===== src/sv/crcot_pkg.sv =====
// Shared types, codes and the CRC byte step for the CRC-keyed ordered table.
package crcot_pkg;

	localparam int unsigned CRCOT_CAPACITY = 16;
	localparam int unsigned CRCOT_QDEPTH   = 2;

	localparam logic [31:0] CRC_POLY   = 32'hEDB8_8320;
	localparam logic [31:0] CRC_INIT   = 32'hFFFF_FFFF;
	localparam logic [31:0] VALUE_NONE = 32'hFFFF_FFFF;

	typedef enum logic [2:0] {
		OP_ADD    = 3'd0,
		OP_REMOVE = 3'd1,
		OP_GET    = 3'd2,
		OP_EDIT   = 3'd3,
		OP_COUNT  = 3'd4
	} opcode_t;

	typedef enum logic [1:0] {
		ST_DONE = 2'd0,
		ST_MISS = 2'd1,
		ST_FULL = 2'd2
	} status_t;

	// finished key: operation, hash and value, handed from front to back
	typedef struct packed {
		logic [2:0]  opcode;
		logic [31:0] hash;
		logic [31:0] value;
	} cmd_t;

	typedef struct packed {
		logic [31:0] hash;
		logic [31:0] value;
	} entry_t;

	// one reflected CRC-32 byte step, LSB first
	function automatic logic [31:0] crc_fold(input logic [31:0] crc, input logic [7:0] b);
		logic [31:0] c;
		c = crc ^ {24'd0, b};
		for (int i = 0; i < 8; i++) begin
			c = c[0] ? ((c >> 1) ^ CRC_POLY) : (c >> 1);
		end
		return c;
	endfunction

endpackage


===== src/sv/crc32_keyed_ordered_table_core.sv =====
// Top level of the CRC-32 keyed table kept in insertion order.
//
//  channel   dir  handshake            fields
//  -------   ---  -------------------  ------------------------------------------
//  input     in   push / full          opcode, key_byte, key_last, entry_value
//  result    out  empty / pop          status, found_value, match_count, occupied
//
// A key byte transfers when push is high and full is low; the CRC is folded in the
// front end as it arrives. The last byte queues a command; the engine takes it once
// idle and the result register is free. Add, unknown opcodes and lookups on an empty
// table finish straight from idle; get/edit/count/remove otherwise read and compare
// each entry examined, and remove then reads and writes each entry it shifts down.
// Reset is asynchronous: CRC to all ones, table empty; the memory itself is not cleared.
// full stalls only when the command queue is full; a result waits until popped.
module crc32_keyed_ordered_table_core
	import crcot_pkg::*;
#(
	parameter int unsigned CAPACITY    = CRCOT_CAPACITY,
	parameter int unsigned QUEUE_DEPTH = CRCOT_QDEPTH
) (
	input  logic               clk,
	input  logic               arst_n,
	input  logic               push,
	output logic               full,
	input  logic [2:0]         opcode,
	input  logic [7:0]         key_byte,
	input  logic               key_last,
	input  logic signed [31:0] entry_value,
	output logic               empty,
	input  logic               pop,
	output logic [1:0]         status,
	output logic signed [31:0] found_value,
	output logic [4:0]         match_count,
	output logic [4:0]         occupied
);

	logic        take;
	logic        cmd_push;
	cmd_t        cmd;
	logic        q_empty;
	logic        q_pop;
	cmd_t        q_data;
	logic [31:0] found_raw;

	// a byte transfers whenever the queue has room
	assign take = push & ~full;

	crcot_front u_front (
		.clk         (clk),
		.arst_n      (arst_n),
		.take        (take),
		.opcode      (opcode),
		.key_byte    (key_byte),
		.key_last    (key_last),
		.entry_value (entry_value),
		.cmd_push    (cmd_push),
		.cmd         (cmd)
	);

	crcot_fifo #(
		.DEPTH (QUEUE_DEPTH)
	) u_fifo (
		.clk    (clk),
		.arst_n (arst_n),
		.push   (cmd_push),
		.din    (cmd),
		.full   (full),
		.pop    (q_pop),
		.empty  (q_empty),
		.dout   (q_data)
	);

	crcot_back #(
		.CAPACITY (CAPACITY)
	) u_back (
		.clk         (clk),
		.arst_n      (arst_n),
		.q_empty     (q_empty),
		.q_data      (q_data),
		.q_pop       (q_pop),
		.res_empty   (empty),
		.res_pop     (pop),
		.status      (status),
		.found_value (found_raw),
		.match_count (match_count),
		.occupied    (occupied)
	);

	assign found_value = found_raw;

endmodule


===== src/sv/crcot_front.sv =====
// Front end: folds key bytes into the running CRC and emits a command on the last byte.
module crcot_front
	import crcot_pkg::*;
(
	input  logic        clk,
	input  logic        arst_n,
	input  logic        take,
	input  logic [2:0]  opcode,
	input  logic [7:0]  key_byte,
	input  logic        key_last,
	input  logic [31:0] entry_value,
	output logic        cmd_push,
	output cmd_t        cmd
);

	logic [31:0] crc_q;
	logic [31:0] crc_next;

	// a zero byte leaves the CRC alone
	assign crc_next = (key_byte != 8'd0) ? crc_fold(crc_q, key_byte) : crc_q;

	always_ff @(posedge clk or negedge arst_n) begin
		if (!arst_n) begin
			crc_q <= CRC_INIT;
		end else if (take) begin
			crc_q <= key_last ? CRC_INIT : crc_next;
		end
	end

	assign cmd_push   = take & key_last;
	assign cmd.opcode = opcode;
	assign cmd.hash   = ~crc_next;
	assign cmd.value  = entry_value;

endmodule


===== src/sv/crcot_fifo.sv =====
// Small command queue between the hashing front end and the table engine.
module crcot_fifo
	import crcot_pkg::*;
#(
	parameter int unsigned DEPTH = CRCOT_QDEPTH
) (
	input  logic clk,
	input  logic arst_n,
	input  logic push,
	input  cmd_t din,
	output logic full,
	input  logic pop,
	output logic empty,
	output cmd_t dout
);

	localparam int unsigned PW = (DEPTH > 1) ? $clog2(DEPTH) : 1;
	localparam int unsigned CW = $clog2(DEPTH + 1);

	cmd_t          buf_q [DEPTH];
	logic [PW-1:0] wr_ptr_q;
	logic [PW-1:0] rd_ptr_q;
	logic [CW-1:0] cnt_q;
	logic          do_push;
	logic          do_pop;

	assign full    = (cnt_q == CW'(DEPTH));
	assign empty   = (cnt_q == '0);
	assign do_push = push & ~full;
	assign do_pop  = pop & ~empty;
	assign dout    = buf_q[rd_ptr_q];

	always_ff @(posedge clk) begin
		if (do_push) begin
			buf_q[wr_ptr_q] <= din;
		end
	end

	always_ff @(posedge clk or negedge arst_n) begin
		if (!arst_n) begin
			wr_ptr_q <= '0;
			rd_ptr_q <= '0;
			cnt_q    <= '0;
		end else begin
			if (do_push) begin
				wr_ptr_q <= (wr_ptr_q == PW'(DEPTH - 1)) ? '0 : wr_ptr_q + 1'b1;
			end
			if (do_pop) begin
				rd_ptr_q <= (rd_ptr_q == PW'(DEPTH - 1)) ? '0 : rd_ptr_q + 1'b1;
			end
			case ({do_push, do_pop})
				2'b10:   cnt_q <= cnt_q + 1'b1;
				2'b01:   cnt_q <= cnt_q - 1'b1;
				default: cnt_q <= cnt_q;
			endcase
		end
	end

endmodule


===== src/sv/crcot_back.sv =====
// Table engine: ordered hash/value memory, sequential scan, compaction and result register.
module crcot_back
	import crcot_pkg::*;
#(
	parameter int unsigned CAPACITY = CRCOT_CAPACITY
) (
	input  logic        clk,
	input  logic        arst_n,
	input  logic        q_empty,
	input  cmd_t        q_data,
	output logic        q_pop,
	output logic        res_empty,
	input  logic        res_pop,
	output logic [1:0]  status,
	output logic [31:0] found_value,
	output logic [4:0]  match_count,
	output logic [4:0]  occupied
);

	localparam int unsigned IW = $clog2(CAPACITY);
	localparam int unsigned CW = $clog2(CAPACITY + 1);

	typedef enum logic [4:0] {
		S_IDLE  = 5'b00001,
		S_RD    = 5'b00010,
		S_CMP   = 5'b00100,
		S_SH_RD = 5'b01000,
		S_SH_WR = 5'b10000
	} state_t;

	state_t        state_q, state_d;
	logic [IW-1:0] ptr_q, ptr_d;
	logic [CW-1:0] fill_q, fill_d;
	logic [CW-1:0] cnt_q, cnt_d;
	cmd_t          cmd_q, cmd_d;

	entry_t        tbl_mem_q [CAPACITY];
	entry_t        rd_q;
	logic          rd_en;
	logic [IW-1:0] rd_addr;
	logic          wr_en;
	logic [IW-1:0] wr_addr;
	entry_t        wr_data;

	logic          res_vld_q;
	status_t       res_status_q, res_status_d;
	logic [31:0]   res_found_q, res_found_d;
	logic [CW-1:0] res_cnt_q, res_cnt_d;
	logic [CW-1:0] res_occ_q;
	logic          res_set;

	logic [CW-1:0] ptr_ext;
	logic [CW-1:0] ptr_nx;
	logic [CW-1:0] ptr_nx2;
	logic          at_last;
	logic          hit;
	logic [CW-1:0] cnt_cur;
	logic [CW+4:0] cnt_wide;
	logic [CW+4:0] occ_wide;

	assign ptr_ext = CW'(ptr_q);
	assign ptr_nx  = ptr_ext + 1'b1;
	assign ptr_nx2 = ptr_ext + CW'(2);
	assign at_last = (ptr_nx == fill_q);
	assign hit     = (rd_q.hash == cmd_q.hash);
	assign cnt_cur = cnt_q + CW'(hit);

	always_comb begin
		state_d      = state_q;
		ptr_d        = ptr_q;
		fill_d       = fill_q;
		cnt_d        = cnt_q;
		cmd_d        = cmd_q;
		q_pop        = 1'b0;
		rd_en        = 1'b0;
		rd_addr      = ptr_q;
		wr_en        = 1'b0;
		wr_addr      = ptr_q;
		wr_data      = rd_q;
		res_set      = 1'b0;
		res_status_d = ST_DONE;
		res_found_d  = '0;
		res_cnt_d    = '0;
		case (state_q)
			S_IDLE: begin
				if (!q_empty && !res_vld_q) begin
					q_pop = 1'b1;
					cmd_d = q_data;
					ptr_d = '0;
					cnt_d = '0;
					case (q_data.opcode)
						OP_ADD: begin
							res_set = 1'b1;
							if (fill_q == CW'(CAPACITY)) begin
								res_status_d = ST_FULL;
							end else begin
								wr_en   = 1'b1;
								wr_addr = fill_q[IW-1:0];
								wr_data = '{hash: q_data.hash, value: q_data.value};
								fill_d  = fill_q + 1'b1;
							end
						end
						OP_REMOVE, OP_GET, OP_EDIT, OP_COUNT: begin
							if (fill_q == '0) begin
								res_set = 1'b1;
								if (q_data.opcode != OP_COUNT) begin
									res_status_d = ST_MISS;
								end
								if (q_data.opcode == OP_GET) begin
									res_found_d = VALUE_NONE;
								end
							end else begin
								state_d = S_RD;
							end
						end
						default: res_set = 1'b1;
					endcase
				end
			end
			S_RD: begin
				rd_en   = 1'b1;
				state_d = S_CMP;
			end
			S_CMP: begin
				state_d = S_IDLE;
				case (cmd_q.opcode)
					OP_COUNT: begin
						if (at_last) begin
							res_set   = 1'b1;
							res_cnt_d = cnt_cur;
						end else begin
							cnt_d   = cnt_cur;
							ptr_d   = ptr_q + 1'b1;
							state_d = S_RD;
						end
					end
					OP_GET: begin
						if (hit) begin
							res_set     = 1'b1;
							res_found_d = rd_q.value;
						end else if (at_last) begin
							res_set      = 1'b1;
							res_status_d = ST_MISS;
							res_found_d  = VALUE_NONE;
						end else begin
							ptr_d   = ptr_q + 1'b1;
							state_d = S_RD;
						end
					end
					OP_EDIT: begin
						if (hit) begin
							res_set = 1'b1;
							wr_en   = 1'b1;
							wr_data = '{hash: rd_q.hash, value: cmd_q.value};
						end else if (at_last) begin
							res_set      = 1'b1;
							res_status_d = ST_MISS;
						end else begin
							ptr_d   = ptr_q + 1'b1;
							state_d = S_RD;
						end
					end
					OP_REMOVE: begin
						if (hit && at_last) begin
							res_set = 1'b1;
							fill_d  = fill_q - 1'b1;
						end else if (hit) begin
							state_d = S_SH_RD;
						end else if (at_last) begin
							res_set      = 1'b1;
							res_status_d = ST_MISS;
						end else begin
							ptr_d   = ptr_q + 1'b1;
							state_d = S_RD;
						end
					end
					default: res_set = 1'b1;
				endcase
			end
			S_SH_RD: begin
				// pull the next entry down one slot
				rd_en   = 1'b1;
				rd_addr = ptr_nx[IW-1:0];
				state_d = S_SH_WR;
			end
			S_SH_WR: begin
				wr_en = 1'b1;
				ptr_d = ptr_q + 1'b1;
				if (ptr_nx2 == fill_q) begin
					res_set = 1'b1;
					fill_d  = fill_q - 1'b1;
					state_d = S_IDLE;
				end else begin
					state_d = S_SH_RD;
				end
			end
			default: state_d = S_IDLE;
		endcase
	end

	always_ff @(posedge clk) begin
		if (wr_en) begin
			tbl_mem_q[wr_addr] <= wr_data;
		end
		if (rd_en) begin
			rd_q <= tbl_mem_q[rd_addr];
		end
	end

	always_ff @(posedge clk or negedge arst_n) begin
		if (!arst_n) begin
			state_q   <= S_IDLE;
			fill_q    <= '0;
			res_vld_q <= 1'b0;
		end else begin
			state_q <= state_d;
			fill_q  <= fill_d;
			if (res_set) begin
				res_vld_q <= 1'b1;
			end else if (res_pop) begin
				res_vld_q <= 1'b0;
			end
		end
	end

	always_ff @(posedge clk) begin
		ptr_q <= ptr_d;
		cnt_q <= cnt_d;
		cmd_q <= cmd_d;
		if (res_set) begin
			res_status_q <= res_status_d;
			res_found_q  <= res_found_d;
			res_cnt_q    <= res_cnt_d;
			res_occ_q    <= fill_d;
		end
	end

	// counts are reported modulo 32
	assign cnt_wide    = {5'd0, res_cnt_q};
	assign occ_wide    = {5'd0, res_occ_q};
	assign res_empty   = ~res_vld_q;
	assign status      = res_status_q;
	assign found_value = res_found_q;
	assign match_count = cnt_wide[4:0];
	assign occupied    = occ_wide[4:0];

endmodule


===== config.mk =====
export PLATFORM = sky130hd
export DESIGN_NAME = crc32_keyed_ordered_table_core
export DESIGN_NICKNAME = d
export VERILOG_FILES = /design/src/sv/crcot_pkg.sv /design/src/sv/crc32_keyed_ordered_table_core.sv /design/src/sv/crcot_front.sv /design/src/sv/crcot_fifo.sv /design/src/sv/crcot_back.sv
export SDC_FILE = /design/constraint.sdc
export NUM_CORES = 2
export LEC_CHECK = 0
export BUFFER_PORTS_ARGS = -buffer_cell sky130_fd_sc_hd__clkbuf_2
export CAP_MARGIN = 20
export CORE_MARGIN = 2
export CORE_UTILIZATION = 30
export DETAILED_ROUTE_END_ITERATION = 6
export SLEW_MARGIN = 15
export SYNTH_ARGS = -nofsm -noshare
export SYNTH_HDL_FRONTEND = slang
export SYNTH_SLANG_ARGS = --single-unit
export TNS_END_PERCENT = 30

===== constraint.sdc =====
create_clock -name clk -period 6.6 [get_ports clk]
set_clock_uncertainty 0.05 [all_clocks]
set_input_delay 1.65 -clock clk [delete_from_list [all_inputs] [get_ports clk]]
set_output_delay 1.65 -clock clk [all_outputs]
set_load 0.02 [all_outputs]

# == Word level (Yosys, flattened, before mapping) ==
# Memory sizes are Yosys's and may differ from the RTL's. A register that Yosys moved wholly into a read port is not among the register bits.
# Cells that the tools add are included.
# word_totals
reg_bits,167
ram_bits,1158
n_memories,2
# memory_table
name,depth,word_bits,rd,rd_clocked_by_memory_dff,wr,line_no,source
u_back.tbl_mem_q,16,64,1,1,1,crcot_back.sv:37,entry_t tbl_mem_q [CAPACITY];
u_fifo.buf_q,2,67,1,0,1,crcot_fifo.sv:20,cmd_t buf_q [DEPTH];
# op_classes
add_sub_neg,10
n_eq_ne,28
mux,94
n_bitwise,17
reduce_logical,20
# op_table
operator,n
two-way mux 32 bit,19
two-way mux 64 bit,3
case mux 64 bit (2 select lines),1
inverter 13 -> 14 bit,8
two-way mux 5 bit,14
case mux 32 bit (2 select lines),1
two-way mux 4 bit,11
== test 32 bit,1
inverter 32 bit,1
XOR 32 x 8 -> 32 bit,1
case mux 5 bit (3 select lines),2
two-way mux 1 bit,26
case mux 5 bit (5 select lines),1
case mux 4 bit (3 select lines),2
case mux 2 bit (2 select lines),4
== test 3 x 2 -> 1 bit (second input constant),4
two-way mux 2 bit,6
== test 5 bit,2
== test 5 bit (second input constant),2
case mux 5 bit (2 select lines),1
case mux 1 bit (3 select lines),3
inequality test 2 bit (second input constant),4
AND reduction 4 bit,2
nonzero test 8 bit,1
33 further kinds,49

# == Depth between registers and ports, before layout ==
# logic_depth
depth_word,19
depth_mapped,11
depth_no_buf,10

# == Cells and area by module ==
# A second synthesis with hierarchy kept.
# unflattened
hier_cells,3734
hier_area_um2,56659.3
# modules_own_cells
module,n_inst,cells_each,area_per_inst_um2,seq_area_each_um2
crcot_back,1,3191,48661.7,36551.3
crcot_fifo,1,227,5119.9,4124.0
crcot_front,1,315,2864.0,840.8
crc32_keyed_ordered_table_core,1,1,13.8,0.0

# == Least setup slack after synthesis ==
# OpenSTA, ideal clock, no wires.
# synth_path
kind,register -> register
start,reg u_back.state_q[1]
end,"mem u_back.tbl_mem_q[15][0] (netlist bit), enable pin"
setup_time_ps,487
arrival_ps,5362
required_ps,6063
slack_ps,702
stages_incl_launch_ff,11
path_buffers,1
cell_sequence,dfrtp_1 -> or3_1 -> nor2_2 -> nand2_2 -> inv_2 -> nand2b_4 -> nand2b_1 -> buf_2 -> nor3_1 -> a31oi_1 -> nor2_1
# synth_between
elab_chain_len,4
word_cells_on_any_way,7
classes_between,3 x eq/ne; 4 x mux
# synth_rtl
item,line_no,source
start: declaration,crcot_back.sv:31,"state_t state_q, state_d;"
start signal: assignment,crcot_back.sv:216,state_q <= state_d;
"== test 5 bit, or another cell as far along",crcot_back.sv:84,case (state_q)
case mux 1 bit (3 select lines),crcot_back.sv:84,
two-way mux 1 bit,crcot_back.sv:202,if (wr_en) begin
two-way mux 1 bit (implied by the code),crcot_back.sv:203,tbl_mem_q[wr_addr] <= wr_data;
end: declaration,crcot_back.sv:37,
# Several ways; a longest one is shown, not always the timed one.

# == Worst setup path in the final report ==
# layout_path
start,"reg, netlist name u_back.rd_q[51]"
end,"mem u_back.tbl_mem_q[3][56] (netlist bit), enable pin"
# layout_between
elab_chain_len,6
# layout_rtl
item,line_no,source
== test 32 bit,crcot_back.sv:65,assign hit = (rd_q.hash == cmd_q.hash);
two-way mux 1 bit,crcot_back.sv:151,if (hit) begin
two-way mux 1 bit,crcot_back.sv:126,case (cmd_q.opcode)
case mux 1 bit (3 select lines),crcot_back.sv:84,
two-way mux 1 bit,crcot_back.sv:202,
two-way mux 1 bit (implied by the code),crcot_back.sv:203,
# Every way passes these cells.

==> impl_metrics.yaml <==
timing:
  worst_pin_slew_ps: 1042
  min_period_over_period_pct: 72.65
  setup_ws_ps: 1805
  min_period_ps: 4795
  holdWs_ps: 464.1
  timing.setup.tns_ps: 0
  relSlewSlack_pct: 30.38
  final-max-slew-violation-count: 0
  rsz0062_at_grt: "false"
  setup_viol: 0
  fmax_mhz: 208.5
  hold_viol: 0
placement:
  place_ws_ps: 1862
  globalplace.congestion: 0.8381
  port_buffers: 93
  dpl_cell_area_sq_um: 59730
  hpwl_mm: 81.93
layout:
  drive_gt1_share_pct: 14.18
  syn_to_final_growth_pct: 14.47
  nets: 3858
  fin_area_sq_um: 64270
clock_tree:
  htree_levels: 4
  cts.sinks: 1389
  cts_buffers: 143
  post_cts_resized: 0
  clk_pin_slew_ps: 60
  cts_setup_buffers: 0
  clk_path_buf_depth: 3
  cts_hold_buf: 0
  clkLatencyLatePin_ps: 780
  cts_tree: "yes"
  cts-root-buf: "clkbuf_16"
outcome:
  status: "finished clean"
drt:
  drcViolationCount: 0
  antenna_left: 0
  vias_per_cell: 5.185
  drt_iter0_markers: 3724
  avgRoutedWirePerCell_um: 23.42
  route.vias.total: 33120
  wirelength_mm: 149.6
  drt_pass1_iterations: 6
global_routing:
  grt.busiest_layer: "met2"
  grtUsageTotal_pct: 15.27
  grt_pass1_vias: 32330
  grt_use_met3_pct: 2.573
  grtUsageMet2_pct: 24.66
  overflow: 0
  grt_start_max_net_pins: 167
  met1_usage_pct: 20.89
  grt_pass1_wl_mm: 219.6
  antenna_found_initial: 4
logic_synthesis:
  synth.most_common_cell: "edfxtp_1"
  avgSynthCellArea_sq_um: 14.94
  ys_ff_latch: 1389
  seq_area_frac_synth_pct: 73.95
  synth_top_flop_cell: "edfxtp_1"
  syn_nets: 3814
  syn-cell-area_sq_um: 56140
  synth-async-reset-ratio_pct: 3.384
  synth_warnings: 0
  yosys-top-cells-count: "edfxtp_1, nand2_1, and3_1, clkbuf_1, o21ai_0"
  synth_area_leader_cell: "edfxtp_1"
  synth_top_area_share_pct: 71.78
  synth_area_leaders: "edfxtp_1, nand2_1, mux2i_1"
  synth-edff-count: 1342
  synth.distinct_cells: 69
  syn_inst: 3759
floorplan:
  row_count: 158
  die_h_um: 436.6
  initial_core_util_pct: 30.24
  dieArea_sq_um: 190600
  num_io_pins: 94
  die_w_um: 436.6
  coreArea_sq_um: 185600
power_and_ir_drop:
  powerDensity_nw_per_um2: 457.0
  leakage_nw: 21.72
  vdd_drop_max_mv: 0.4939
setup_path:
  cp_num_buf_inv: 2
  crit_slowest_cell: "nor2_4"
  critical_path_arrival_ps: 5170
  r2r_slack_ps: 1800
  worstSetupPathType: "flip-flop to flip-flop"
  rr_startpoint: "u_back.rd_q[51]$_DFFE_PP_"
  crit_required_ps: 6970
  r2r-end: "u_back.tbl_mem_q[3][56]$_DFFE_PP_"
  worstRegToRegCells: 9
  cpLargestDelayFamily: "simple AND/OR/NAND/NOR gates"
  cp_num_cells: 9
  crit_chain: "xor2_1, nor4_1, nand4_1, or2_2, buf_4, o21ai_0, a31oi_1, nor2_4, buf_12"
  startpoint: "u_back.rd_q[51]$_DFFE_PP_"
  worstSetupEndpoint: "u_back.tbl_mem_q[3][56]$_DFFE_PP_"
  startpoint_type: "flip-flop"
  crit_fanout: 45
  cp_slowest_stage_delay_ps: 930
  end_kind: "flip-flop"
min_path:
  hold_path_class: "flip-flop to flip-flop"
flow_run:
  maxCapViolCount: 0
==> layout by cell type, fill, tap and decap left out, types with 5 or more instances in the layout <==
master / netlist / layout
a21oi_1: 120 / 119
a221o_1: 32 / 32
a311o_1: 25 / 25
a311oi_1: 156 / 156
a31oi_1: 11 / 11
a32o_1: 39 / 39
and2_0: 23 / 23
and2_1: 16 / 15
and3_1: 184 / 183
buf_12: 0 / 26
buf_4: 1 / 46
bufinv_16: 0 / 11
clkbuf_1: 169 / 28
clkbuf_16: 0 / 150
clkbuf_2: 0 / 93
clkinv_1: 0 / 24
clkinv_2: 0 / 29
dfrtp_1: 14 / 13
dfstp_2: 33 / 33
edfxtp_1: 1342 / 1342
ha_1: 7 / 7
inv_1: 12 / 12
mux2_2: 106 / 106
mux2i_1: 145 / 143
nand2_1: 469 / 467
nand3_1: 160 / 160
nor2_1: 130 / 111
nor2_4: 1 / 20
nor3_1: 11 / 10
nor4_1: 12 / 12
o21ai_0: 169 / 169
o21ai_1: 5 / 5
o221ai_1: 50 / 50
o22a_1: 6 / 6
o22ai_1: 27 / 27
o31ai_1: 6 / 6
or3_1: 6 / 6
xnor2_1: 55 / 53
xnor2_2: 5 / 7
xor2_1: 65 / 63
==> how the worst min path moves through the flow <==
| stage | startpoint | end | slack [ps] | cells past startpoint |
|---|---|---|---|---|
| global placement | u_fifo.cnt_q[1]$_DFFE_PN0P_ | u_fifo.cnt_q[1]$_DFFE_PN0P_ | 440 | 1 |
| finish | u_fifo.cnt_q[1]$_DFFE_PN0P_ | u_fifo.cnt_q[1]$_DFFE_PN0P_ | 460 | 1 |
| floorplan | u_fifo.wr_ptr_q$_DFFE_PN0P_ | u_fifo.wr_ptr_q$_DFFE_PN0P_ | 410 | 1 |
| detailed placement | u_fifo.cnt_q[1]$_DFFE_PN0P_ | u_fifo.cnt_q[1]$_DFFE_PN0P_ | 460 | 1 |
| CTS | u_fifo.cnt_q[1]$_DFFE_PN0P_ | u_fifo.cnt_q[1]$_DFFE_PN0P_ | 470 | 1 |
| global route | u_front.crc_q[10]$_DFFE_PN1P_ | u_front.crc_q[10]$_DFFE_PN1P_ | 480 | 2 |
==> cell families after synthesis <==
family	synth area share, %
xor gates and xnor gates	2.095
adders and majority gates	0.1560
AOI/OAI and AO/OA	8.451
buffers and inverters	2.064
and+or+nand+nor	8.574
muxes	4.711
DFF	73.95
==> state kept, by name, indices dropped and copies added (netlist names), 2 cells and up <==
signal	flops
u_back.match_count	5
u_back.state_q	5
u_front.crc_q	32
u_back.tbl_mem_q	1024
u_fifo.buf_q	134
u_back.status	2
u_back.ptr_q	4
u_fifo.cnt_q	2
u_back.cmd_q	67
u_back.cnt_q	5
u_back.occupied	5
u_back.rd_q	64
u_back.fill_q	5
u_back.found_value	32
==> layout make-up <==
type,count,area [sq um]
Timing Repair Buffer,166,1359
Antenna cell,2,5.005
Clock buffer,178,3859
Fill cell,17490,121400
Multi-Input combinational cell,2089,13730
Sequential cell,1389,41520
Clock inverter,70,639.4
Inverter,14,53.80
Tap cell,2480,3103
==> worst register-to-register path, delay by kind of cell (launching register included) <==
kind	cells	cell delay, ps
XOR/XNOR	1	160
AO/OA/AOI/OAI	2	940
buffers and inverters	2	750
flip-flops	1	420
AND/OR/NAND/NOR	4	2040
==> routing by layer <==
layer / up-vias / wire [um] / share of wire (%)
li1: 14650 / - / -
met1: 17030 / 64200 / 43
met2: 1227 / 71640 / 48
met3: 213 / 9862 / 6.6
met4: 2 / 3914 / 2.6
met5: - / 13 / 0.0087
==> per-stage QoR <==
step	total power, mW	cells	util, %
floorplan	18.17	3759	-
global placement	21.58	6137	32.18
detailed placement	21.70	6137	32.18
CTS	29.54	6385	34.60
global route	30.65	6387	34.62
finish	29.37	6388	34.62
==> report_power, final <==
part / switching (mW) / leakage [nW] / internal (mW)
Combinational: 6.68 / 6.81 / 3.01
Clock: 3.30 / 2.22 / 4.56
Sequential: 0.445 / 12.7 / 11.4
Power figures use the tool's default switching activity.
